<file path="src/rtl/god_pkg.sv">
package god_pkg;

    localparam int LON_W = 29;
    localparam int LAT_W = 28;
    localparam int ROW_LEN_W = 11;
    localparam int CODE_W = 4;
    localparam int FLAG_W = 8;

    typedef logic [FLAG_W-1:0] t_flags;
    typedef logic [CODE_W-1:0] t_code;
    typedef logic signed [LON_W-1:0] t_lon;
    typedef logic signed [LAT_W-1:0] t_lat;
    typedef logic [ROW_LEN_W-1:0] t_row_len;

    localparam t_row_len ROW_LEN_RESET = 11'd1024;

    localparam int FB_XLON_ASC  = 0;
    localparam int FB_XLON_DESC = 1;
    localparam int FB_XLAT_ASC  = 2;
    localparam int FB_XLAT_DESC = 3;
    localparam int FB_YLON_ASC  = 4;
    localparam int FB_YLON_DESC = 5;
    localparam int FB_YLAT_ASC  = 6;
    localparam int FB_YLAT_DESC = 7;

    localparam t_code CODE_NONE       = 4'd0;
    localparam t_code CODE_IDENTITY   = 4'd1;
    localparam t_code CODE_ROT270     = 4'd2;
    localparam t_code CODE_ROT180     = 4'd3;
    localparam t_code CODE_ROT90       = 4'd4;
    localparam t_code CODE_M_IDENTITY = 4'd5;
    localparam t_code CODE_M_ROT270   = 4'd6;
    localparam t_code CODE_M_ROT180   = 4'd7;
    localparam t_code CODE_M_ROT90    = 4'd8;
    localparam t_code CODE_UNDET      = 4'd9;

    function automatic t_code classify(input t_flags f);
        logic xla, xld, xta, xtd, yla, yld, yta, ytd;
        t_code c;
        xla = f[FB_XLON_ASC];
        xld = f[FB_XLON_DESC];
        xta = f[FB_XLAT_ASC];
        xtd = f[FB_XLAT_DESC];
        yla = f[FB_YLON_ASC];
        yld = f[FB_YLON_DESC];
        yta = f[FB_YLAT_ASC];
        ytd = f[FB_YLAT_DESC];
        if ((xla && xld) || (yta && ytd)) begin
            c = CODE_NONE;
        end else if (xla && yta) begin
            c = CODE_IDENTITY;
        end else if (xta && yld) begin
            c = CODE_ROT270;
        end else if (xld && ytd) begin
            c = CODE_ROT180;
        end else if (xtd && yla) begin
            c = CODE_ROT90;
        end else if (xld && yta) begin
            c = CODE_M_IDENTITY;
        end else if (yld && xtd) begin
            c = CODE_M_ROT270;
        end else if (xla && ytd) begin
            c = CODE_M_ROT180;
        end else if (xta && yla) begin
            c = CODE_M_ROT90;
        end else begin
            c = CODE_UNDET;
        end
        return c;
    endfunction

endpackage

</file>
<file path="src/rtl/god_position.sv">
module god_position #(
    parameter int MAX_COLUMNS = 1024
) (
    input  logic                           i_clk,
    input  logic                           i_rst_n,
    input  logic                           i_advance,
    input  logic                           i_last,
    input  god_pkg::t_row_len              i_row_length,
    output logic [$clog2(MAX_COLUMNS)-1:0] o_col,
    output logic                           o_first_row
);

    import god_pkg::*;

    localparam int CW = $clog2(MAX_COLUMNS);
    localparam int LW = (CW + 1 > ROW_LEN_W) ? CW + 1 : ROW_LEN_W;

    logic [CW-1:0] r_col, n_col;
    logic          r_first_row, n_first_row;
    logic [LW-1:0] len_raw;
    logic [LW-1:0] len_eff;
    logic [LW-1:0] col_inc;

    assign len_raw = LW'(i_row_length);
    assign col_inc = LW'(r_col) + LW'(1);

    always_comb begin
        if (len_raw == '0) begin
            len_eff = LW'(1);
        end else if (len_raw > LW'(MAX_COLUMNS)) begin
            len_eff = LW'(MAX_COLUMNS);
        end else begin
            len_eff = len_raw;
        end
    end

    always_comb begin
        n_col       = r_col;
        n_first_row = r_first_row;
        if (i_advance) begin
            if (i_last) begin
                n_col       = '0;
                n_first_row = 1'b1;
            end else if (col_inc >= len_eff) begin
                n_col       = '0;
                n_first_row = 1'b0;
            end else begin
                n_col = col_inc[CW-1:0];
            end
        end
    end

    always_ff @(posedge i_clk) begin
        if (!i_rst_n) begin
            r_col       <= '0;
            r_first_row <= 1'b1;
        end else begin
            r_col       <= n_col;
            r_first_row <= n_first_row;
        end
    end

    assign o_col       = r_col;
    assign o_first_row = r_first_row;

endmodule
</file>
<file path="config.mk">
export PLATFORM = sky130hd
export DESIGN_NAME = god_position
export DESIGN_NICKNAME = d
export VERILOG_FILES = /design/src/rtl/god_pkg.sv /design/src/rtl/god_position.sv
export SDC_FILE = /design/constraint.sdc
export NUM_CORES = 1
export LEC_CHECK = 0
export ABC_CLOCK_PERIOD_IN_PS = 3800
export BUFFER_PORTS_ARGS = -buffer_cell sky130_fd_sc_hd__clkbuf_2
export CORE_MARGIN = 1.5
export CORE_UTILIZATION = 55
export DETAILED_ROUTE_END_ITERATION = 6
export PLACE_DENSITY = 0.81
export SETUP_SLACK_MARGIN = 0.05
export SKIP_CTS_REPAIR_TIMING = 1
export SLEW_MARGIN = 5
export SYNTH_ARGS = -nofsm -noshare
export SYNTH_HDL_FRONTEND = slang
export SYNTH_SLANG_ARGS = --single-unit
</file>
<file path="constraint.sdc">
create_clock -name i_clk -period 3.8 [get_ports i_clk]
set_input_delay 0.76 -clock i_clk [delete_from_list [all_inputs] [get_ports i_clk]]
set_output_delay 0.76 -clock i_clk [all_outputs]
set_load 0.03 [all_outputs]
</file>
==> summary.txt <==
Status
  • Outcome: finished clean

Worst setup path
  • CP endpoint kind: flop
  • Critical path type: reg -> reg
  • Path depth of the worst reg2reg path: 11
  • WP data arrival: 2920 ps
  • Critical path peak fanout: 11
  • Worst R2R Setup Slack: 1040 ps
  • CP startpoint kind: flop
  • RR Startpoint: o_col[0]
  • Reg-to-reg critical path endpoint: o_col[5]
  • Req. time, crit path: 3960 ps

Logic synthesis
  • Synthesized area: 978 um^2
  • Synth Flop Type: dfxtp_1
  • Cell taking the most area after synthesis: dfxtp_1
  • Synth top area share: 0.225
  • Synth Register Bits: 11
  • Synthesized Nets: 151
  • Distinct cells, synth: 34
  • Number of enable flip-flop cells after synthesis: 0
  • Most frequent cell after synthesis: nand2_1
  • Seq/Total Area, Yosys: 0.225
  • Yosys warnings: 0
  • Synth top cells by count: nand2_1, ha_1, dfxtp_1
  • Mean Syn Cell Area: 7.89 um^2
  • Asr flop ratio synth: 0
  • Synthesized netlist cell count: 124
  • Synth top area cells: dfxtp_1, ha_1, nand2_1

Clock network
  • H-tree levels: 1
  • CTS buffer count: 3
  • Clk_lat worst skew: 270 ps
  • TritonCTS clock tree: yes
  • Total clock sinks: 11
  • Worst-path clk slew: 70 ps
  • CTS root buffer: clkbuf_4
  • Clk buf depth: 2

Timing
  • Hold Violations, Final: 0
  • Setup WS post-layout: 1040 ps
  • Final Skew: 0.342 ps
  • Number of setup violations in the final report: 0
  • Peak Freq: 0.362 GHz
  • Fin crit share: 0.726
  • Slew @ Worst Pin: 352 ps
  • RSZ-0062 raised after global routing: false
  • Fin crit period: 2760 ps
  • TNS Setup: 0 ps
  • Slew headroom: 0.765
  • Max-slew violations: 0

Floorplan
  • Die Height: 45.2 um
  • Ports: 26
  • Initial Util: 0.579
  • Die width: 45.2 um
  • Std-Cell Rows: 15
  • Full die area: 2040 um^2
  • Total core area: 1690 um^2

Global routing
  • Met3 usage: 0.0520
  • Largest net degree at the start of global routing: 15
  • First-pass GRT wire length: 3400 um
  • Initial antenna violation count: 0
  • Most Used Layer, Global Route: met2
  • Global route total overflow: 0
  • Total GRT Usage: 0.225
  • Vias in the first global route: 822
  • Met1 Use GR: 0.277
  • Met2 Use GR: 0.394

Routing
  • DRT Pass-1 Iters: 4
  • Via density: 5.85
  • Wire per inst: 12.8 um
  • Drt drc: 0
  • Vias post-DR: 965
  • Initial DRC Count: 15
  • WL final: 2110 um
  • Antenna-violating nets left: 0

Layout
  • Finished Layout Cells: 165
  • Synth-to-Final Area Change: 14.7%
  • # diodes: 0
  • Fin area: 1120 um^2
  • Layout cell share with drive strength beyond 1: 0.284
  • Nets: 176
  • Post-layout util: 0.664

Pwr
  • IR drop worst, VDD: 0.000203 V
  • Lkg Pwr: 0.493 nW
  • Pwr Density: 218 nW/um^2

Place
  • Number of cells after detailed placement: 161
  • DP Area: 1100 um^2
  • DP Wirelength: 1750 um
  • Port bufs: 25
  • Pre-CTS setup slack: 813 ps
  • Final Wtd Congestion: 0.850

Worst hold path
  • Min-Delay Path Class: reg -> reg
  • Worst Hold Path Cells: 2
  • Hold_sp: o_col[9]
  • Worst hold endpoint: o_col[9]

Flow run
  • Maxcap violations: 0
## cell usage in the layout (no fill, tap or decap)
cell type  count
and4_1         2
xnor2_2        1
a21oi_1        4
nor2_1         3
a21boi_0       1
clkbuf_1       1
nand3b_1       1
nand3_1        8
a221oi_2       1
dfxtp_1       11
a31o_2         1
nor2b_1        2
o21ai_2        1
o21ai_1        6
a21boi_2       3
inv_1          4
xor2_1         3
nand4b_1       1
nand4_1        3
nand2_1       26
buf_4          1
clkbuf_2      25
nor4_1         2
nor3_2         1
ha_1          12
a211oi_2       1
o211ai_1       1
nand3_2        4
nor3_1         4
clkbuf_4       3
a21boi_1       2
clkinv_1       1
xnor2_1        4
o21ai_0        4
## worst max-delay path, stage by stage (launching register included)
cell and delay [ps]:
dfxtp_1 440, ha_1 280, and4_1 260, nand4_1 150, xnor2_2 180, ha_1 330
nand4_1 90, nor3_1 270, a221oi_2 100, buf_4 190, a21boi_0 130, a31o_2 220
## worst max path at each step
stage | start | end | slack [ps] | cells past startpoint
4_1_cts | o_col[0] | o_col[5] | 1050 | 11
3_3_place_gp | i_row_length[4] | o_col[5] | 950 | 12
6_report | o_col[0] | o_col[5] | 1040 | 11
3_5_place_dp | i_row_length[4] | o_col[5] | 810 | 12
2_1_floorplan | o_col[0] | o_col[3] | 1170 | 11
5_1_grt | o_col[0] | o_col[5] | 830 | 11
## report_power, final
group          leakage [nW]  total (mW)  internal (mW)  switching, mW
clock network        0.0150      0.0795         0.0406         0.0389
logic                 0.389      0.0469         0.0184         0.0285
registers            0.0890       0.118          0.117        0.00174
## layout make-up
| type | count | area (um^2) |
|---|---|---|
| clock buffer | 4 | 26.3 |
| fill | 155 | 567 |
| inverter | 5 | 18.8 |
| multi-input combinational | 102 | 703 |
| sequential | 11 | 220 |
| tap | 17 | 21.3 |
| timing repair buffer | 26 | 133 |
## flip-flops by register name (all words and copies together) (netlist names)
register     count
o_first_row      1
o_col           10
## through the flow
step | hold slack, ps | power (mW)
after global placement | 482 | 0.166
after detailed placement | 490 | 0.168
after floorplan | 614 | 0.152
after global routing | 524 | 0.260
after CTS | 499 | 0.248
final | 497 | 0.245
## cell families (layout without fill, tap and decap cells)
family | after synthesis | in the layout | synth area share
simple gates | 57 | 57 | 0.303
compound gates | 25 | 25 | 0.183
fa+ha+maj | 12 | 12 | 0.153
flops | 11 | 11 | 0.225
buf+inv | 11 | 35 | 0.0563
xor+xnor | 8 | 8 | 0.0793
## routing by layer
layer  vias up  share of wire  wire length (um)
met5         -              0                 0
met4         0         0.0066                14
met2        35           0.50              1060
met1       437           0.44               934
met3         2          0.048               102
li1        491              -                 -
No activity file was read; power rests on OpenSTA's default activity.
